File: config.mk
export PLATFORM = sky130hd
export DESIGN_NAME = murmur64_stream_hash_flat
export DESIGN_NICKNAME = d
export VERILOG_FILES = /design/src/rtl/mmh_pkg.sv /design/src/rtl/mmh_if.sv /design/src/rtl/mmh_dp.sv /design/src/rtl/mmh_ctrl.sv /design/src/rtl/murmur64_stream_hash.sv /design/src/flat_wrapper.sv
export SDC_FILE = /design/constraint.sdc
export NUM_CORES = 2
export LEC_CHECK = 0
export ABC_AREA = 1
export ABC_CLOCK_PERIOD_IN_PS = 16500
export BUFFER_PORTS_ARGS = -buffer_cell sky130_fd_sc_hd__buf_2
export CAP_MARGIN = 20
export CORE_UTILIZATION = 50
export CTS_BUF_LIST = sky130_fd_sc_hd__clkbuf_8
export DETAILED_ROUTE_END_ITERATION = 8
export PLACE_DENSITY = 0.67
export SLEW_MARGIN = 10
export SYNTH_ARGS = -nofsm -noshare
export SYNTH_HDL_FRONTEND = slang
export SYNTH_SLANG_ARGS = --single-unit
File: constraint.sdc
create_clock -name clk_i -period 16.5 [get_ports clk_i]
set_input_delay 4.125 -clock clk_i [delete_from_list [all_inputs] [get_ports clk_i]]
set_output_delay 4.125 -clock clk_i [all_outputs]
set_load 0.005 [all_outputs]
File: src/rtl/mmh_pkg.sv
// ============================================================================
// mmh_pkg
// Shared constants, command codes and control structs of the streaming
// 64-bit Murmur hash block.
// ============================================================================
`default_nettype none

package mmh_pkg;

  // Mixing constant and shift of the hash.
  localparam logic [63:0] MulM    = 64'hc6a4a7935bd1e995;
  localparam logic [31:0] MulMLo  = MulM[31:0];
  localparam logic [31:0] MulMHi  = MulM[63:32];
  localparam int unsigned ShiftR  = 47;

  // Configuration port.
  localparam int unsigned ApbAddrW = 4;
  localparam int unsigned ApbDataW = 64;
  localparam logic        CfgIdxSeed = 1'b0;

  // Datapath operations issued by the controller.
  typedef enum logic [3:0] {
    DP_NOP,
    DP_PACK_IN,   // pack the input byte, bump the byte count
    DP_START,     // latch the byte count as the length suffix
    DP_PACK_LEN,  // pack the next length byte, bump the byte count
    DP_LD_PW,     // operand <= packed word, clear packed word
    DP_LD_XS,     // operand <= acc ^ (acc >> 47)
    DP_LD_HX,     // operand <= h ^ acc
    DP_ST_H,      // h <= acc
    DP_LD_HS,     // operand <= h ^ (h >> 47)
    DP_EMIT       // hash <= acc ^ (acc >> 47), restart from the seed
  } dp_op_e;

  // Partial product selection of the shared 32x32 multiplier.
  typedef enum logic [1:0] {
    MS_LL,
    MS_LH,
    MS_HL
  } mul_sel_e;

  // Accumulator operation.
  typedef enum logic [1:0] {
    ACC_NONE,
    ACC_LOAD,
    ACC_ADD_HI
  } acc_op_e;

  typedef struct packed {
    dp_op_e   op;
    mul_sel_e psel;
    acc_op_e  aop;
  } cmd_t;

  typedef struct packed {
    logic pos7;   // next byte completes a word
    logic pw_nz;  // packed word holds a nonzero value
  } sts_t;

endpackage

`default_nettype wire

File: src/rtl/mmh_if.sv
// ============================================================================
// mmh_in_if / mmh_out_if
// Valid/ready channels carrying input items and hash results.
// ============================================================================
`default_nettype none

interface mmh_in_if;
  logic       valid;
  logic       ready;
  logic       func;
  logic [7:0] data_byte;

  modport source (output valid, output func, output data_byte, input ready);
  modport sink   (input valid, input func, input data_byte, output ready);
endinterface

interface mmh_out_if;
  logic        valid;
  logic        ready;
  logic [63:0] hash_value;

  modport source (output valid, output hash_value, input ready);
  modport sink   (input valid, input hash_value, output ready);
endinterface

`default_nettype wire

File: src/rtl/mmh_dp.sv
// ============================================================================
// mmh_dp
// Datapath: byte packing, length suffix, and a shared 32x32 multiplier
// that builds the low 64 bits of a product by the mixing constant.
// ============================================================================
`default_nettype none

module mmh_dp (
  input  wire logic           clk_i,
  input  wire logic           rst_ni,
  input  wire mmh_pkg::cmd_t  cmd_i,
  output mmh_pkg::sts_t       sts_o,
  input  wire logic [7:0]     data_byte_i,
  input  wire logic [63:0]    seed_i,
  output logic [63:0]         hash_o
);

  logic [63:0] h_q, h_d;
  logic [63:0] pw_q, pw_d;
  logic [63:0] cnt_q, cnt_d;
  logic [63:0] len_q, len_d;
  logic [63:0] a_q, a_d;
  logic [63:0] p_q, p_d;
  logic [63:0] acc_q, acc_d;
  logic [63:0] hash_q, hash_d;

  logic [7:0]  pack_byte;
  logic [5:0]  pack_sh;
  logic [63:0] pw_packed;
  logic [31:0] mul_a, mul_b;

  assign pack_sh   = {cnt_q[2:0], 3'b000};
  assign pack_byte = (cmd_i.op == mmh_pkg::DP_PACK_LEN) ? len_q[7:0] : data_byte_i;
  assign pw_packed = pw_q | (64'(pack_byte) << pack_sh);

  always_comb begin
    case (cmd_i.psel)
      mmh_pkg::MS_LH: begin
        mul_a = a_q[31:0];
        mul_b = mmh_pkg::MulMHi;
      end
      mmh_pkg::MS_HL: begin
        mul_a = a_q[63:32];
        mul_b = mmh_pkg::MulMLo;
      end
      default: begin
        mul_a = a_q[31:0];
        mul_b = mmh_pkg::MulMLo;
      end
    endcase
    p_d = 64'(mul_a) * 64'(mul_b);
  end

  always_comb begin
    case (cmd_i.aop)
      mmh_pkg::ACC_LOAD:   acc_d = p_q;
      mmh_pkg::ACC_ADD_HI: acc_d = acc_q + {p_q[31:0], 32'b0};
      default:             acc_d = acc_q;
    endcase
  end

  always_comb begin
    h_d    = h_q;
    pw_d   = pw_q;
    cnt_d  = cnt_q;
    len_d  = len_q;
    a_d    = a_q;
    hash_d = hash_q;
    unique case (cmd_i.op)
      mmh_pkg::DP_PACK_IN: begin
        pw_d  = pw_packed;
        cnt_d = cnt_q + 64'd1;
      end
      mmh_pkg::DP_START: len_d = cnt_q;
      mmh_pkg::DP_PACK_LEN: begin
        pw_d  = pw_packed;
        cnt_d = cnt_q + 64'd1;
        len_d = len_q >> 8;
      end
      mmh_pkg::DP_LD_PW: begin
        a_d  = pw_q;
        pw_d = '0;
      end
      mmh_pkg::DP_LD_XS: a_d = acc_q ^ (acc_q >> mmh_pkg::ShiftR);
      mmh_pkg::DP_LD_HX: a_d = h_q ^ acc_q;
      mmh_pkg::DP_ST_H:  h_d = acc_q;
      mmh_pkg::DP_LD_HS: a_d = h_q ^ (h_q >> mmh_pkg::ShiftR);
      mmh_pkg::DP_EMIT: begin
        hash_d = acc_q ^ (acc_q >> mmh_pkg::ShiftR);
        h_d    = seed_i;
        pw_d   = '0;
        cnt_d  = '0;
      end
      default: ;
    endcase
  end

  // Hash state carries architectural reset values.
  always_ff @(posedge clk_i or negedge rst_ni) begin
    if (!rst_ni) begin
      h_q   <= '0;
      pw_q  <= '0;
      cnt_q <= '0;
    end else begin
      h_q   <= h_d;
      pw_q  <= pw_d;
      cnt_q <= cnt_d;
    end
  end

  always_ff @(posedge clk_i) begin
    len_q  <= len_d;
    a_q    <= a_d;
    p_q    <= p_d;
    acc_q  <= acc_d;
    hash_q <= hash_d;
  end

  assign sts_o.pos7  = (cnt_q[2:0] == 3'd7);
  assign sts_o.pw_nz = (pw_q != '0);
  assign hash_o      = hash_q;

endmodule

`default_nettype wire

File: src/rtl/mmh_ctrl.sv
// ============================================================================
// mmh_ctrl
// Controller: sequences byte packing, word folds, the length suffix, the
// final mix and the output register handshake.
// ============================================================================
`default_nettype none

module mmh_ctrl (
  input  wire logic          clk_i,
  input  wire logic          rst_ni,
  input  wire logic          in_valid_i,
  input  wire logic          in_func_i,
  output logic               in_ready_o,
  input  wire logic          out_ready_i,
  output logic               out_valid_o,
  output mmh_pkg::cmd_t      cmd_o,
  input  wire mmh_pkg::sts_t sts_i
);

  typedef enum logic [3:0] {
    ST_IDLE,
    ST_PACK_SUF,
    ST_FOLD_LD,
    ST_MUL,
    ST_XS_LD,
    ST_HX_LD,
    ST_H_ST,
    ST_FIN_CHK,
    ST_FIN_LD,
    ST_EMIT
  } state_e;

  // Which multiply is in flight decides where the sequence continues.
  typedef enum logic [1:0] {
    PH_K1,
    PH_K2,
    PH_H,
    PH_FIN
  } phase_e;

  state_e      state_q, state_d;
  phase_e      phase_q, phase_d;
  logic [1:0]  mstep_q, mstep_d;
  logic [3:0]  suf_q, suf_d;
  logic        fin_q, fin_d;
  logic        out_valid_q, out_valid_d;

  always_comb begin
    state_d    = state_q;
    phase_d    = phase_q;
    mstep_d    = mstep_q;
    suf_d      = suf_q;
    fin_d      = fin_q;
    in_ready_o = 1'b0;
    cmd_o      = '{op: mmh_pkg::DP_NOP, psel: mmh_pkg::MS_LL, aop: mmh_pkg::ACC_NONE};
    unique case (state_q)
      ST_IDLE: begin
        in_ready_o = 1'b1;
        if (in_valid_i) begin
          if (!in_func_i) begin
            cmd_o.op = mmh_pkg::DP_PACK_IN;
            if (sts_i.pos7) begin
              state_d = ST_FOLD_LD;
            end
          end else begin
            cmd_o.op = mmh_pkg::DP_START;
            suf_d    = 4'd8;
            fin_d    = 1'b1;
            state_d  = ST_PACK_SUF;
          end
        end
      end
      ST_PACK_SUF: begin
        cmd_o.op = mmh_pkg::DP_PACK_LEN;
        suf_d    = suf_q - 4'd1;
        if (sts_i.pos7) begin
          state_d = ST_FOLD_LD;
        end else if (suf_q == 4'd1) begin
          state_d = ST_FIN_CHK;
        end
      end
      ST_FOLD_LD: begin
        cmd_o.op = mmh_pkg::DP_LD_PW;
        phase_d  = PH_K1;
        mstep_d  = 2'd0;
        state_d  = ST_MUL;
      end
      ST_MUL: begin
        // Partial products are registered in the cycle before accumulation.
        unique case (mstep_q)
          2'd0: cmd_o.psel = mmh_pkg::MS_LL;
          2'd1: begin
            cmd_o.psel = mmh_pkg::MS_LH;
            cmd_o.aop  = mmh_pkg::ACC_LOAD;
          end
          2'd2: begin
            cmd_o.psel = mmh_pkg::MS_HL;
            cmd_o.aop  = mmh_pkg::ACC_ADD_HI;
          end
          default: cmd_o.aop = mmh_pkg::ACC_ADD_HI;
        endcase
        mstep_d = mstep_q + 2'd1;
        if (mstep_q == 2'd3) begin
          unique case (phase_q)
            PH_K1:   state_d = ST_XS_LD;
            PH_K2:   state_d = ST_HX_LD;
            PH_H:    state_d = ST_H_ST;
            default: state_d = ST_EMIT;
          endcase
        end
      end
      ST_XS_LD: begin
        cmd_o.op = mmh_pkg::DP_LD_XS;
        phase_d  = PH_K2;
        mstep_d  = 2'd0;
        state_d  = ST_MUL;
      end
      ST_HX_LD: begin
        cmd_o.op = mmh_pkg::DP_LD_HX;
        phase_d  = PH_H;
        mstep_d  = 2'd0;
        state_d  = ST_MUL;
      end
      ST_H_ST: begin
        cmd_o.op = mmh_pkg::DP_ST_H;
        if (!fin_q) begin
          state_d = ST_IDLE;
        end else if (suf_q != 4'd0) begin
          state_d = ST_PACK_SUF;
        end else begin
          state_d = ST_FIN_CHK;
        end
      end
      ST_FIN_CHK: begin
        state_d = sts_i.pw_nz ? ST_FOLD_LD : ST_FIN_LD;
      end
      ST_FIN_LD: begin
        cmd_o.op = mmh_pkg::DP_LD_HS;
        phase_d  = PH_FIN;
        mstep_d  = 2'd0;
        state_d  = ST_MUL;
      end
      ST_EMIT: begin
        if (!out_valid_q || out_ready_i) begin
          cmd_o.op = mmh_pkg::DP_EMIT;
          fin_d    = 1'b0;
          state_d  = ST_IDLE;
        end
      end
      default: state_d = ST_IDLE;
    endcase
  end

  always_comb begin
    if (cmd_o.op == mmh_pkg::DP_EMIT) begin
      out_valid_d = 1'b1;
    end else if (out_ready_i) begin
      out_valid_d = 1'b0;
    end else begin
      out_valid_d = out_valid_q;
    end
  end

  always_ff @(posedge clk_i or negedge rst_ni) begin
    if (!rst_ni) begin
      state_q     <= ST_IDLE;
      phase_q     <= PH_K1;
      mstep_q     <= 2'd0;
      suf_q       <= 4'd0;
      fin_q       <= 1'b0;
      out_valid_q <= 1'b0;
    end else begin
      state_q     <= state_d;
      phase_q     <= phase_d;
      mstep_q     <= mstep_d;
      suf_q       <= suf_d;
      fin_q       <= fin_d;
      out_valid_q <= out_valid_d;
    end
  end

  assign out_valid_o = out_valid_q;

endmodule

`default_nettype wire

File: src/rtl/murmur64_stream_hash.sv
// ============================================================================
// murmur64_stream_hash
// Streaming modified 64-bit Murmur hash with a length suffix.
// ============================================================================
// Usage: message bytes arrive one per transfer on the input channel with
// func = 0; a transfer with func = 1 closes the message and produces one
// transfer on the output channel carrying the 64-bit hash. The seed register
// is written through the APB port at byte address 0 and is loaded into the
// running hash after every finish.
// Bytes: a byte that does not complete a word is taken while the block is
// idle. A byte that completes a word starts a word fold, and no new bytes
// are taken until it ends, since the fold runs three 64-bit multiplies on
// one shared 32x32 multiplier, each built from partial products. A finish
// packs the eight length bytes as a suffix, runs one or two folds (two when
// a nonzero partial word remains after the suffix) and then the final mix
// with one more multiply, whose result goes to the output register.
// Reset: the running hash, packed word and byte count clear and the seed
// register returns to zero; no result is pending.
// Stall: the hash sits in an output register, so new bytes are taken while
// it waits; a later finish holds in its last step until that register frees.
// ============================================================================
`default_nettype none

module murmur64_stream_hash (
  input  wire logic                           clk_i,
  input  wire logic                           rst_ni,
  mmh_in_if.sink                              in_i,
  mmh_out_if.source                           out_o,
  input  wire logic                           psel_i,
  input  wire logic                           penable_i,
  input  wire logic                           pwrite_i,
  input  wire logic [mmh_pkg::ApbAddrW-1:0]   paddr_i,
  input  wire logic [mmh_pkg::ApbDataW-1:0]   pwdata_i,
  output logic      [mmh_pkg::ApbDataW-1:0]   prdata_o,
  output logic                                pready_o
);

  mmh_pkg::cmd_t cmd;
  mmh_pkg::sts_t sts;

  logic [63:0] seed_q, seed_d;
  logic        cfg_wr;
  logic        seed_sel;

  // Registers are 64 bits wide and sit on 8-byte boundaries, so bit 3 of
  // the address selects the register; the seed is the only one.
  assign seed_sel = (paddr_i[3] == mmh_pkg::CfgIdxSeed);
  assign cfg_wr   = psel_i && penable_i && pwrite_i;
  assign pready_o = 1'b1;
  assign prdata_o = seed_sel ? seed_q : '0;
  assign seed_d   = (cfg_wr && seed_sel) ? pwdata_i : seed_q;

  always_ff @(posedge clk_i or negedge rst_ni) begin
    if (!rst_ni) begin
      seed_q <= '0;
    end else begin
      seed_q <= seed_d;
    end
  end

  mmh_ctrl u_ctrl (
    .clk_i       (clk_i),
    .rst_ni      (rst_ni),
    .in_valid_i  (in_i.valid),
    .in_func_i   (in_i.func),
    .in_ready_o  (in_i.ready),
    .out_ready_i (out_o.ready),
    .out_valid_o (out_o.valid),
    .cmd_o       (cmd),
    .sts_i       (sts)
  );

  mmh_dp u_dp (
    .clk_i       (clk_i),
    .rst_ni      (rst_ni),
    .cmd_i       (cmd),
    .sts_o       (sts),
    .data_byte_i (in_i.data_byte),
    .seed_i      (seed_q),
    .hash_o      (out_o.hash_value)
  );

endmodule

`default_nettype wire
File: src/flat_wrapper.sv
// flat-port wrapper written by rule: the top's interface ports become plain ports
module murmur64_stream_hash_flat 
  (clk_i, rst_ni, psel_i, penable_i, pwrite_i, paddr_i, pwdata_i, prdata_o, pready_o, in_i_valid, in_i_func, in_i_data_byte, in_i_ready, out_o_valid, out_o_hash_value, out_o_ready);
  mmh_in_if in_i_i ();
  mmh_out_if out_o_i ();
  input  wire logic clk_i;
  input  wire logic rst_ni;
  input  wire logic psel_i;
  input  wire logic penable_i;
  input  wire logic pwrite_i;
  input  wire logic [mmh_pkg::ApbAddrW-1:0] paddr_i;
  input  wire logic [mmh_pkg::ApbDataW-1:0] pwdata_i;
  output logic      [mmh_pkg::ApbDataW-1:0] prdata_o;
  output logic pready_o;
  input wire logic [$bits(in_i_i.valid)-1:0] in_i_valid;
  input wire logic [$bits(in_i_i.func)-1:0] in_i_func;
  input wire logic [$bits(in_i_i.data_byte)-1:0] in_i_data_byte;
  output wire logic [$bits(in_i_i.ready)-1:0] in_i_ready;
  output wire logic [$bits(out_o_i.valid)-1:0] out_o_valid;
  output wire logic [$bits(out_o_i.hash_value)-1:0] out_o_hash_value;
  input wire logic [$bits(out_o_i.ready)-1:0] out_o_ready;
  assign in_i_i.valid = in_i_valid;
  assign in_i_i.func = in_i_func;
  assign in_i_i.data_byte = in_i_data_byte;
  assign in_i_ready = in_i_i.ready;
  assign out_o_valid = out_o_i.valid;
  assign out_o_hash_value = out_o_i.hash_value;
  assign out_o_i.ready = out_o_ready;
  murmur64_stream_hash u_core (.clk_i(clk_i), .rst_ni(rst_ni), .in_i(in_i_i), .out_o(out_o_i), .psel_i(psel_i), .penable_i(penable_i), .pwrite_i(pwrite_i), .paddr_i(paddr_i), .pwdata_i(pwdata_i), .prdata_o(prdata_o), .pready_o(pready_o));
endmodule
---- Yosys cells after proc, flatten, opt, wreduce, memory -nomap -nowiden ----
Index checks and enable logic that the tools add are counted.
storage, ports and cells
  register bits ........................... 590
  bits in latches ......................... 0
  memory bits (writable) .................. 0
  bits in read-only memories .............. 0
  input bits .............................. 84
  output and inout bits ................... 131
  word-level logic and storage cells ...... 129
  memories kept ........................... 0
cells by class
  add/subtract/negate cells ............... 4
  $mul .................................... 1
  divide/modulo/power cells ............... 0
  magnitude comparators ................... 0
  equality and inequality tests ........... 35
  shift-type cells ........................ 1
  multiplexer cells ....................... 41
  bitwise logic cells ..................... 5
  reduce and logical (&&, ||, !) cells .... 27
operators with widths
  cell                                                             number
  64-bit one-hot mux with 2 select lines                           5
  64-bit one-hot mux with 4 select lines                           1
  64-bit by 17-bit XOR with 64-bit output                          2
  64-bit by 1-bit adder with 64-bit output, second input constant  1
  64-bit adder                                                     1
  32-bit by 32-bit multiplier with 64-bit output                   1
  32-bit 2-to-1 mux                                                2
  64-bit 2-to-1 mux                                                1
  64-bit bitwise OR                                                1
  64-bit nonzero test                                              1
  8-bit by 6-bit left shift with 64-bit output                     1
  64-bit XOR                                                       1
  4-bit 2-to-1 mux                                                 12
  4-bit by 3-bit == test with 1-bit output, second input constant  8
  4-bit one-hot mux with 8 select lines                            1
  4-bit one-hot mux with 7 select lines                            1
  2-bit nonzero test                                               9
  4-bit by 2-bit == test with 1-bit output, second input constant  4
  4-bit == test, second input constant                             4
  4-bit by 1-bit == test with 1-bit output, second input constant  3
  2-bit one-hot mux with 2 select lines                            3
  4-bit one-hot mux with 3 select lines                            1
  4-bit nonzero test                                               3
  2-bit == test, second input constant                             5
  24 further kinds                                                 42

---- Longest topological paths before layout ----
  word-level depth ........................ 9
  gate-level depth with buffers ........... 40
  depth with buffers taken out ............ 39

---- By module ----
From an unflattened synthesis, not the netlist that was laid out.
second synthesis, totals
  cells, all modules ...................... 6677
  area total of the unflattened synthesis .. 55184.2 um2
by module, submodules not included
  module                times used  cells each  area each (um2)  sequential area each (um2)
  mmh_dp                1           6107        51013.9          13773.2
  murmur64_stream_hash  1           418         3134.3           1601.5
  mmh_ctrl              1           152         1036.0           350.3

---- Least setup slack after synthesis ----
OpenSTA, ideal clock, no wires.
  kind .................................... input to output
  from .................................... input paddr_i[3] (netlist name)
  to ...................................... output prdata_o[10] (netlist name)
  data arrival time ....................... 4.751 ns
  required time ........................... 12.375 ns
  path slack .............................. 7.624 ns
  stages .................................. 3
  path buffers ............................ 2
  path through ............................ clkbuf_1 -> clkbuf_1 -> nor2_1
on the way
  longest elaborated chain between the ends .. 1
ends and longest elaborated chain
  element             line                        RTL
  start: declaration  flat_wrapper.sv:11          input wire logic [mmh_pkg::ApbAddrW-1:0] paddr_i;
  64-bit 2-to-1 mux   murmur64_stream_hash.sv:50  assign prdata_o = seed_sel ? seed_q : '0;
  end: declaration    flat_wrapper.sv:13          output logic [mmh_pkg::ApbDataW-1:0] prdata_o;
No other way between the ends.

---- Final worst setup path ----
  from .................................... register u_core.u_ctrl.state_q[2]
  to ...................................... register u_core.u_dp.p_q[36]
on the way
  longest elaborated chain between the ends .. 5
  elaborated cells on any way between the ends .. 7
  those cells by class .................... 1 x mul; 3 x eq/ne; 3 x mux
ends and longest elaborated chain
  element                                                                    line             RTL
  start: declaration                                                         mmh_ctrl.sv:41   state_e state_q, state_d;
  start signal: assignment                                                   mmh_ctrl.sv:173  state_q <= state_d;
  4-bit by 2-bit == test with 1-bit output *                                 mmh_ctrl.sv:56   unique case (state_q)
  4-bit 2-to-1 mux *                                                         mmh_ctrl.sv:56
  2-bit == test or 2-bit by 1-bit == test with 1-bit output (tied branches)  mmh_dp.sv:37     case (cmd_i.psel)
  32-bit 2-to-1 mux                                                          mmh_dp.sv:37
  32-bit by 32-bit multiplier with 64-bit output *                           mmh_dp.sv:51     p_d = 64'(mul_a) * 64'(mul_b);
  net u_core.u_dp.p_d[36]                                                    mmh_dp.sv:23     logic [63:0] p_q, p_d;
  end signal: assignment                                                     mmh_dp.sv:114    p_q <= p_d;
  end: declaration                                                           mmh_dp.sv:23
The timed path passes the listed nets; every way through them passes the cells marked *.
A chain may end at the register's enable or synchronous reset.

==> run metrics <==
Hold Slack=0.498 ns; Slew @ Worst Pin=1.07 ns; DR WL/cell=21.2 microns; synth top area cells=fa_1 (23%), edfxtp_1 (14%), dfrtp_1 (12%), inv_1 (11%), nand2_1 (10%); Post-synth EDFFs=256; Crit. End Element=register; Final Setup Violations=0; cts repair resizes=0; sequential share of the synthesized area=28.3%; DR vias/cell=5.26; Congestion Overflow GR=0; worst-case reg-to-reg path depth=31; Crit-path slowest cell=fa_1; H-tree depth=3; clk sinks=590; synth warn=0; worst reg-to-reg setup slack=6.51 ns; Die Y-Extent=335 microns; n_diodes=0; Worst slew margin=28.6%; crit start category=register; Buffers on Ports=210; Root Buffer=clkbuf_8; vias in the first global route=44400; CP most frequent cell=fa_1; Worst Skew=0.0260 ns; synthesized flop and latch total=590; hold depth=2; Syn Inst Count=6778; hpwl dp=150000 microns; DR iter-0 viols=4495; Finished Core Util=54.8%; # fillers=10300; critical path class=reg -> reg; synth cell count leaders=inv_1 (1645), nand2_1 (1551), fa_1 (625); Placer Congestion=0.991; Peak Freq=0.100 GHz; fin crit share=60.5%; CTS tree=built; Final nets=8113; dpl ws=6.61 ns; CTS Buf Count=89; Top FF cell, synth=dfrtp_1; Worst EP arrival=10.50 ns; setup bufs post-CTS=0; Clk Latency, worst-skew pair=0.70 ns; Slowest Stage Delay on Critical Path=0.62 ns; beginning of the critical path=u_core.u_ctrl.state_q[2]; Synth-to-Final Area Change=8.09%; minimum clock period=9.99 ns; die area=0.112 sq mm; hold crit path type=reg -> reg; reg-to-reg endpoint=u_core.u_dp.p_q[36]; cell count along the critical path=31; Placeable Area=0.109 sq mm; CP Buf/Inv Count=7; drt pass-1 iters=6; GRT Total Usage=32.8%; CP endpoint=u_core.u_dp.p_q[36]; CP top delay family=adder cells; layout cells sized above 1=6.93%; worst r2r src=u_core.u_ctrl.state_q[2]; top-count cell post-synth=inv_1; Final Hold Fails=0; RSZ-0062 raised after global routing=false; Synth top area share=22.5%; clk slew on worst S/H paths=0.07 ns; die width=335 microns; asr flop ratio synth=45.8%; number of I/O pins=215; largest net degree at the start of global routing=96; Vias=44800; Routed Antenna Nets=0; worst-path fanout max=47; drc violations=0; Bufs on Longest Clock Path=3; Final WS setup=6.51 ns; Final TNS setup=0 ns; # hold bufs at CTS=0; Max Cap Viol=0; distinct cell type count after synthesis=50; first-pass GRT wire length=274000 microns; WL final=181000 microns; cell taking the most area after synthesis=fa_1; outcome=complete, no violations; syn avg cell area=8.19 sq um; worst path required time=17.01 ns; synthesized cell area=0.0555 sq mm; Slew Limit Fails=0; initial antenna violation count=2; initial core utilization=50.7%; Cell Rows=121
## worst register-to-register path, delay by kind of cell, from the launching register on
family | cells | cell delay, ns
adder cells (fa/ha/maj) | 9 | 4.58
AND/OR/NAND/NOR | 13 | 2.43
buffers and inverters | 7 | 1.78
AO/OA/AOI/OAI | 2 | 0.64
flip-flops | 1 | 0.40
## state kept, by name, summed over array words and instances (netlist names), 2 cells and up
register / flops
u_core.u_ctrl.state_q: 4
u_core.u_ctrl.phase_q: 2
u_core.u_dp.len_q: 64
u_core.u_dp.acc_q: 64
u_core.u_dp.a_q: 64
u_core.seed_q: 64
u_core.u_dp.pw_q: 64
u_core.u_ctrl.mstep_q: 2
u_core.u_dp.p_q: 64
u_core.u_dp.hash_o: 64
u_core.u_dp.h_q: 64
u_core.u_ctrl.suf_q: 4
u_core.u_dp.cnt_q: 64
## cell families after synthesis
| kind of cell | Yosys count | synth area share [%] |
|---|---|---|
| XOR/XNOR | 104 | 1.64 |
| AND/OR/NAND/NOR | 2479 | 18.2 |
| adder cells (fa/ha/maj) | 1062 | 32.4 |
| buffers and inverters | 1822 | 12.5 |
| AO/OA/AOI/OAI | 719 | 7.01 |
| flip-flops | 590 | 28.3 |
| other | 2 | 0.0135 |
## placed cells by master (no fill, tap or decap), types with 64 or more instances in the layout
| cell type | synthesis | final |
|---|---|---|
| ha_1 | 437 | 436 |
| a21oi_1 | 280 | 280 |
| xor2_1 | 91 | 91 |
| fa_1 | 625 | 625 |
| nand2_1 | 1551 | 1546 |
| clkbuf_8 | 0 | 110 |
| nor2_1 | 500 | 499 |
| dfrtp_1 | 270 | 270 |
| inv_1 | 1645 | 1670 |
| buf_2 | 31 | 209 |
| nand3_1 | 227 | 225 |
| dfxtp_1 | 64 | 64 |
| o21ai_0 | 317 | 317 |
| nand4_1 | 65 | 65 |
| edfxtp_1 | 256 | 256 |
## how the worst min path moves through the flow
| stage | startpoint | endpoint | slack, ns |
|---|---|---|---|
| finish | u_core.u_dp.cnt_q[62] | u_core.u_dp.cnt_q[62] | 0.50 |
| global route | u_core.u_dp.len_q[15] | u_core.u_dp.len_q[7] | 0.52 |
| CTS | u_core.u_ctrl.suf_q[3] | u_core.u_ctrl.suf_q[3] | 0.50 |
| detailed placement | u_core.u_ctrl.suf_q[3] | u_core.u_ctrl.suf_q[3] | 0.48 |
| global placement | u_core.u_ctrl.suf_q[3] | u_core.u_ctrl.suf_q[3] | 0.46 |
| floorplan | u_core.u_dp.acc_q[24] | u_core.u_dp.hash_o[24] | 0.45 |
## stage by stage
stage          instance area (sq um)  instances
2_1_floorplan                  55500       6783
3_3_place_gp                   58100       8351
3_5_place_dp                   58100       8351
4_1_cts                        60000       8518
5_1_grt                        60000       8519
6_report                       60000       8519
## metal layers
metal,GRT usage (%),vias up,part of all wire (%)
met5,0,-,0
met4,10.5,0,3.6
met3,5.68,296,8.2
met2,49.9,1744,44
met1,47.6,21800,45
li1,-,21000,-
## layout make-up
cell class | count | area (sq um) | area share (%)
timing repair buffer | 251 | 1380 | 2.30
clock inverter | 57 | 348 | 0.580
clock buffer | 110 | 1510 | 2.52
multi-input combinational | 4371 | 32900 | 54.9
sequential | 590 | 15700 | 26.2
inverter | 1664 | 6250 | 10.4
tap | 1476 | 1850 | 3.08
Power is left out: the tool's default activity adds up to more than one toggle a clock period on the data nets, which glitch-free logic cannot reach.
